$ cat src/sv/assert_macros.svh
// Assertion macros shared by the projection unit RTL.
// ASSERT_CLK needs clk and rst_n, ASSERT_ALWAYS only clk, in the scope of each use.
`ifndef ASSERT_MACROS_SVH
`define ASSERT_MACROS_SVH

// Clocked check, disabled while in reset.
`define ASSERT_CLK(label, prop, msg) \
  label: assert property (@(posedge clk) disable iff (!rst_n) (prop)) else $error(msg);

// Clocked check, also live during reset.
`define ASSERT_ALWAYS(label, prop, msg) \
  label: assert property (@(posedge clk) (prop)) else $error(msg);

`endif

$ cat src/sv/wtsp_pkg.sv
// Shared types and constants for the world-to-screen projection unit.
// No dependencies.
package wtsp_pkg;

  localparam int FRAC_BITS = 16;
  localparam int WORD_W    = 32;
  localparam int SIZE_W    = 14;
  localparam int PROD_W    = 2 * WORD_W;
  localparam int SUM_W     = PROD_W + 2;
  localparam int CLIP_W    = SUM_W - FRAC_BITS;
  localparam int MAG_W     = CLIP_W + 1;
  localparam int DIV_W     = CLIP_W + 1;
  localparam int N_W       = SIZE_W + MAG_W + FRAC_BITS;
  localparam int QB        = WORD_W + 1;
  localparam int DIV_LAT   = QB + 1;
  localparam int FIFO_DEPTH = 4;
  localparam int PTR_W     = $clog2(FIFO_DEPTH);
  localparam int CNT_W     = PTR_W + 1;
  localparam int CFG_IDX_W = 4;
  localparam int CFG_DATA_W = 64;

  // smallest clip w counted as visible: ceil(0.01 * 2^FRAC_BITS)
  localparam longint VIS_MIN = ((64'd1 << FRAC_BITS) + 64'd99) / 64'd100;

  localparam logic [SIZE_W-1:0] WIDTH_RST  = 14'd1920;
  localparam logic [SIZE_W-1:0] HEIGHT_RST = 14'd1080;

  localparam logic [CFG_IDX_W-1:0] REG_X_LO = 4'd0;
  localparam logic [CFG_IDX_W-1:0] REG_X_HI = 4'd1;
  localparam logic [CFG_IDX_W-1:0] REG_Y_LO = 4'd2;
  localparam logic [CFG_IDX_W-1:0] REG_Y_HI = 4'd3;
  localparam logic [CFG_IDX_W-1:0] REG_W_LO = 4'd4;
  localparam logic [CFG_IDX_W-1:0] REG_W_HI = 4'd5;
  localparam logic [CFG_IDX_W-1:0] REG_WIDTH  = 4'd6;
  localparam logic [CFG_IDX_W-1:0] REG_HEIGHT = 4'd7;

  localparam logic [WORD_W-1:0] POS_MAX = 32'h7FFF_FFFF;
  localparam logic [QB-1:0]     POS_LIM = 33'h0_7FFF_FFFF;
  localparam logic [QB-1:0]     NEG_LIM = 33'h0_8000_0000;

  typedef struct packed {
    logic signed [WORD_W-1:0] a;
    logic signed [WORD_W-1:0] b;
    logic signed [WORD_W-1:0] c;
    logic signed [WORD_W-1:0] t;
  } row_t;

  typedef struct packed {
    row_t x;
    row_t y;
    row_t w;
  } matrix_t;

  typedef struct packed {
    logic                     vis;
    logic signed [CLIP_W-1:0] cx;
    logic signed [CLIP_W-1:0] cy;
    logic signed [CLIP_W-1:0] w;
  } clip_t;

  typedef struct packed {
    logic vld;
    logic vis;
    logic neg_x;
    logic neg_y;
  } side_t;

endpackage

$ cat src/sv/wtsp_fifo.sv
// Short queue between the front and back ends.
// Depends on wtsp_pkg and assert_macros.svh.
`include "assert_macros.svh"
module wtsp_fifo (
  input  logic              clk,
  input  logic              rst_n,
  input  logic              push,
  input  wtsp_pkg::clip_t   wr_data,
  input  logic              pop,
  output wtsp_pkg::clip_t   head,
  output logic              full,
  output logic              empty
);
  import wtsp_pkg::*;

  clip_t             mem_r [0:FIFO_DEPTH-1];
  logic [PTR_W-1:0]  wr_ptr_r, rd_ptr_r;
  logic [CNT_W-1:0]  cnt_r;

  assign full  = (cnt_r == CNT_W'(FIFO_DEPTH));
  assign empty = (cnt_r == '0);
  assign head  = mem_r[rd_ptr_r];

  always_ff @(posedge clk) begin
    if (!rst_n) begin
      wr_ptr_r <= '0;
      rd_ptr_r <= '0;
      cnt_r    <= '0;
    end else begin
      if (push) wr_ptr_r <= wr_ptr_r + 1'b1;
      if (pop)  rd_ptr_r <= rd_ptr_r + 1'b1;
      cnt_r <= cnt_r + CNT_W'(push) - CNT_W'(pop);
    end
  end

  always_ff @(posedge clk) begin
    if (push) mem_r[wr_ptr_r] <= wr_data;
  end

  `ASSERT_CLK(a_no_overflow, push |-> !full, "push into full queue")
  `ASSERT_CLK(a_no_underflow, pop |-> !empty, "pop from empty queue")
  `ASSERT_CLK(a_cnt_track,
    1'b1 |=> cnt_r == $past(cnt_r) + CNT_W'($past(push)) - CNT_W'($past(pop)),
    "queue count drift")

endmodule

$ cat config.mk
export PLATFORM = sky130hd
export DESIGN_NAME = wtsp_fifo
export DESIGN_NICKNAME = d
export VERILOG_FILES = /design/src/sv/wtsp_pkg.sv /design/src/sv/wtsp_fifo.sv
export VERILOG_INCLUDE_DIRS = /design/src /design/src/sv
export SDC_FILE = /design/constraint.sdc
export NUM_CORES = 1
export LEC_CHECK = 0
export BUFFER_PORTS_ARGS = -buffer_cell sky130_fd_sc_hd__buf_4
export CAP_MARGIN = 20
export CORE_MARGIN = 2
export CORE_UTILIZATION = 50
export DETAILED_ROUTE_END_ITERATION = 10
export MAX_ROUTING_LAYER = met4
export PLACE_DENSITY = 0.76
export SLEW_MARGIN = 20
export SYNTH_ARGS = -nofsm -noshare
export SYNTH_HDL_FRONTEND = slang
export SYNTH_SLANG_ARGS = --single-unit
$ cat constraint.sdc
create_clock -name clk -period 11.4 [get_ports clk]
set_clock_uncertainty 0.2 [all_clocks]
set_input_delay 2.28 -clock clk [delete_from_list [all_inputs] [get_ports clk]]
set_output_delay 2.28 -clock clk [all_outputs]
set_load 0.005 [all_outputs]
==> summary.txt <==
Power and ir drop
  – P_leak: 8.99 nW
  – PD cells: 181 nW/um^2
  – Maximum VDD drop: 0.000146 V
  – Total power: 4.88 mW

STA
  – Least-Margin Pin Slew: 1050 ps
  – Period utilisation layout: 0.551
  – Tmin final: 6290 ps
  – Setup TNS: 0 ps
  – WHS: 339 ps
  – Fmax: 159 MHz
  – Setup violations, final: 0
  – Slew headroom: 0.298
  – Fin. Hold Viols: 0
  – Worst setup margin: 5110 ps
  – Unrepaired setup endpoints after global routing: false
  – Max-slew violations: 0

Critical path
  – Worst Path Max Fanout: 45
  – Reg-to-reg setup timing slack: 8640 ps
  – R2R Path End: mem_r[3][77]
  – Crit-path most repeated cell: buf_4
  – WP buf/inv: 3
  – Worst path top cell family by delay: buffers and inverters
  – CP Cell Sequence: buf_4 -> buf_4 -> mux4_2 -> buf_4
  – CP Capture Type: output port
  – RR Startpoint: wr_ptr_r[0]
  – Startpoint type of the worst setup path: flop
  – CP arrival: 3810 ps
  – Setup CP Type: flop to output port
  – Worst path required time: 8920 ps
  – R2R cell count: 3
  – Worst-path cell with the longest stage delay: dfxtp_4
  – CP peak stage delay: 930 ps

Clocking
  – Worst-skew pair later-pin latency: 590 ps
  – Worst-case clock buffer depth: 3
  – CTS Buf Count: 58
  – Root Buffer: clkbuf_16
  – Worst-path clk slew: 60 ps
  – CTS H-tree depth: 2
  – Clock sinks: 613
  – Setup Fix Bufs, Post-CTS: 0
  – Cts-stage hold buffer count: 0
  – CTS tree: done
  – CTS resizes: 0

Finish
  – Post-Layout Inst Area: 26900 sq um
  – Area growth syn-to-layout: 21.1%
  – Layout cells sized above 1: 0.454
  – Final layout net count: 1340

Global routing
  – Total track usage: 0.185
  – Total grt overflow: 0
  – Number of global-route vias before repair: 10.2k
  – Initial antenna violation count: 2
  – First-pass GRT wire length: 62.1 mm
  – Largest net degree at the start of global routing: 72

Drt
  – DRC: 0
  – Final WL: 41.3 mm
  – Via density per instance: 5.42
  – Routed vias: 9842
  – Starting DRT DRC Count: 916
  – ANT nets after route: 0
  – Average wire per standard cell: 22.7 um
  – 1st-pass router iterations: 5

Min path
  – Worst min-delay path startpoint: rd_ptr_r[0]
  – Hold depth: 2
  – HP Class: flop to flop

Floorplan
  – Row cnt: 77
  – Die ar.: 46100 sq um
  – Starting Density: 0.505
  – Top-level port count: 308
  – Core footprint: 44000 sq um
  – Die Width: 215 um
  – Die Height: 215 um

Logic synthesis
  – Most frequent cells after synthesis: 604 x edfxtp_1, 151 x mux4_2, 17 x buf_2
  – Post-synthesis sequential area ratio: 0.825
  – Fraction of registers with async set or reset after synthesis: 0
  – Synth top area cells: edfxtp_1 82%, mux4_2 15%, dfxtp_1 0.81%, buf_6 0.56%, buf_2 0.38%
  – Ys Warns: 0
  – Most frequent cell after synthesis: edfxtp_1
  – Count of cell types in the netlist: 19
  – Synth Net Count: 994
  – Cell Area, Synth: 22200 sq um
  – Leading area contributor after synthesis: edfxtp_1
  – Post-synth EDFFs: 604
  – Area share of the largest cell type after synthesis: 0.817
  – FF+latch count, synth: 613
  – Synthesized instance count: 832
  – Average size of a mapped cell: 26.7 sq um
  – Top_reg_cell synth: edfxtp_1

Placed design
  – Placer Congestion: 0.784
  – DP Wirelength: 25.2 mm
  – Post-DP Area: 25100 sq um
  – # port buffers: 307
  – Pre-CTS setup slack: 5570 ps

Outcome
  – Status: finished, final reports clean

Run
  – Max-cap violations: 0
## registers in the layout (all words and copies together), names as in the netlist, named ones only
register	count
mem_r	604
cnt_r	3
rd_ptr_r	2
wr_ptr_r	2
## worst max path at each step
stage | startpoint | endpoint | slack, ps | depth (start not counted)
floorplan | push | mem_r[0][0] | 4950 | 1
global placement | flop | head[77] | 5580 | 4
detailed placement | flop | head[77] | 5570 | 4
CTS | flop | head[77] | 4930 | 4
global route | flop | head[78] | 4680 | 4
finish | flop | head[80] | 5110 | 4
## per-layer routing
metal / global-route usage / routed length (um) / vias up
li1: - / - / 4294
met1: 0.248 / 16900 / 5115
met2: 0.278 / 19900 / 376
met3: 0.0617 / 3770 / 57
met4: 0.0468 / 759 / 0
met5: - / 0 / -
## metrics by stage
stage	cells	util
final	1816	0.611
after global routing	1815	0.611
after CTS	1813	0.611
after detailed placement	1710	0.571
after global placement	1710	0.571
after floorplan	832	-
## layout by cell type, fill, tap and decap left out, types with 2 or more instances in the layout
| cell type | count |
|---|---|
| edfxtp_1 | 604 |
| buf_4 | 320 |
| mux4_2 | 151 |
| clkbuf_16 | 59 |
| clkinv_1 | 15 |
| clkbuf_1 | 12 |
| clkinv_2 | 9 |
| inv_1 | 7 |
| dfxtp_1 | 7 |
| ha_1 | 6 |
| nor2_1 | 5 |
| and2_4 | 4 |
| diode_2 | 3 |
| bufinv_16 | 3 |
| clkinvlp_4 | 3 |
| and2_1 | 2 |
| xnor2_1 | 2 |
| dfxtp_4 | 2 |
## report_power, final
group / total, mW / switching, mW / internal [mW]
logic: 0.472 / 0.212 / 0.260
registers: 2.63 / 0.0349 / 2.59
clock network: 1.78 / 0.767 / 1.01
## area by class of cell
| class | instances | area, sq um |
|---|---|---|
| Inverter | 7 | 26.3 |
| Tap cell | 592 | 741 |
| Antenna cell | 3 | 7.51 |
| Clock buffer | 71 | 1520 |
| Clock inverter | 32 | 231 |
| Fill cell | 2980 | 17100 |
| Timing Repair Buffer | 320 | 2400 |
| Multi-Input combinational cell | 178 | 3650 |
| Sequential cell | 613 | 18300 |
## cells by family (layout without fill, tap and decap cells)
family,Yosys count,count (layout),synth area share
buffers and inverters,41,430,0.0116
AND/OR/NAND/NOR,14,14,0.00338
flip-flops,613,613,0.825
AO/OA/AOI/OAI,2,2,0.000676
XOR/XNOR,3,3,0.00186
multiplexers,152,152,0.154
adder cells (fa/ha/maj),7,7,0.00428
other,0,3,0
## tightest hold or removal path: cells and delay by family, from the launching register on
kind            cells  cell delay, ps
flops               1             330
simple gates        1              90
compound gates      1              70
No activity file was read; power rests on OpenSTA's default activity.
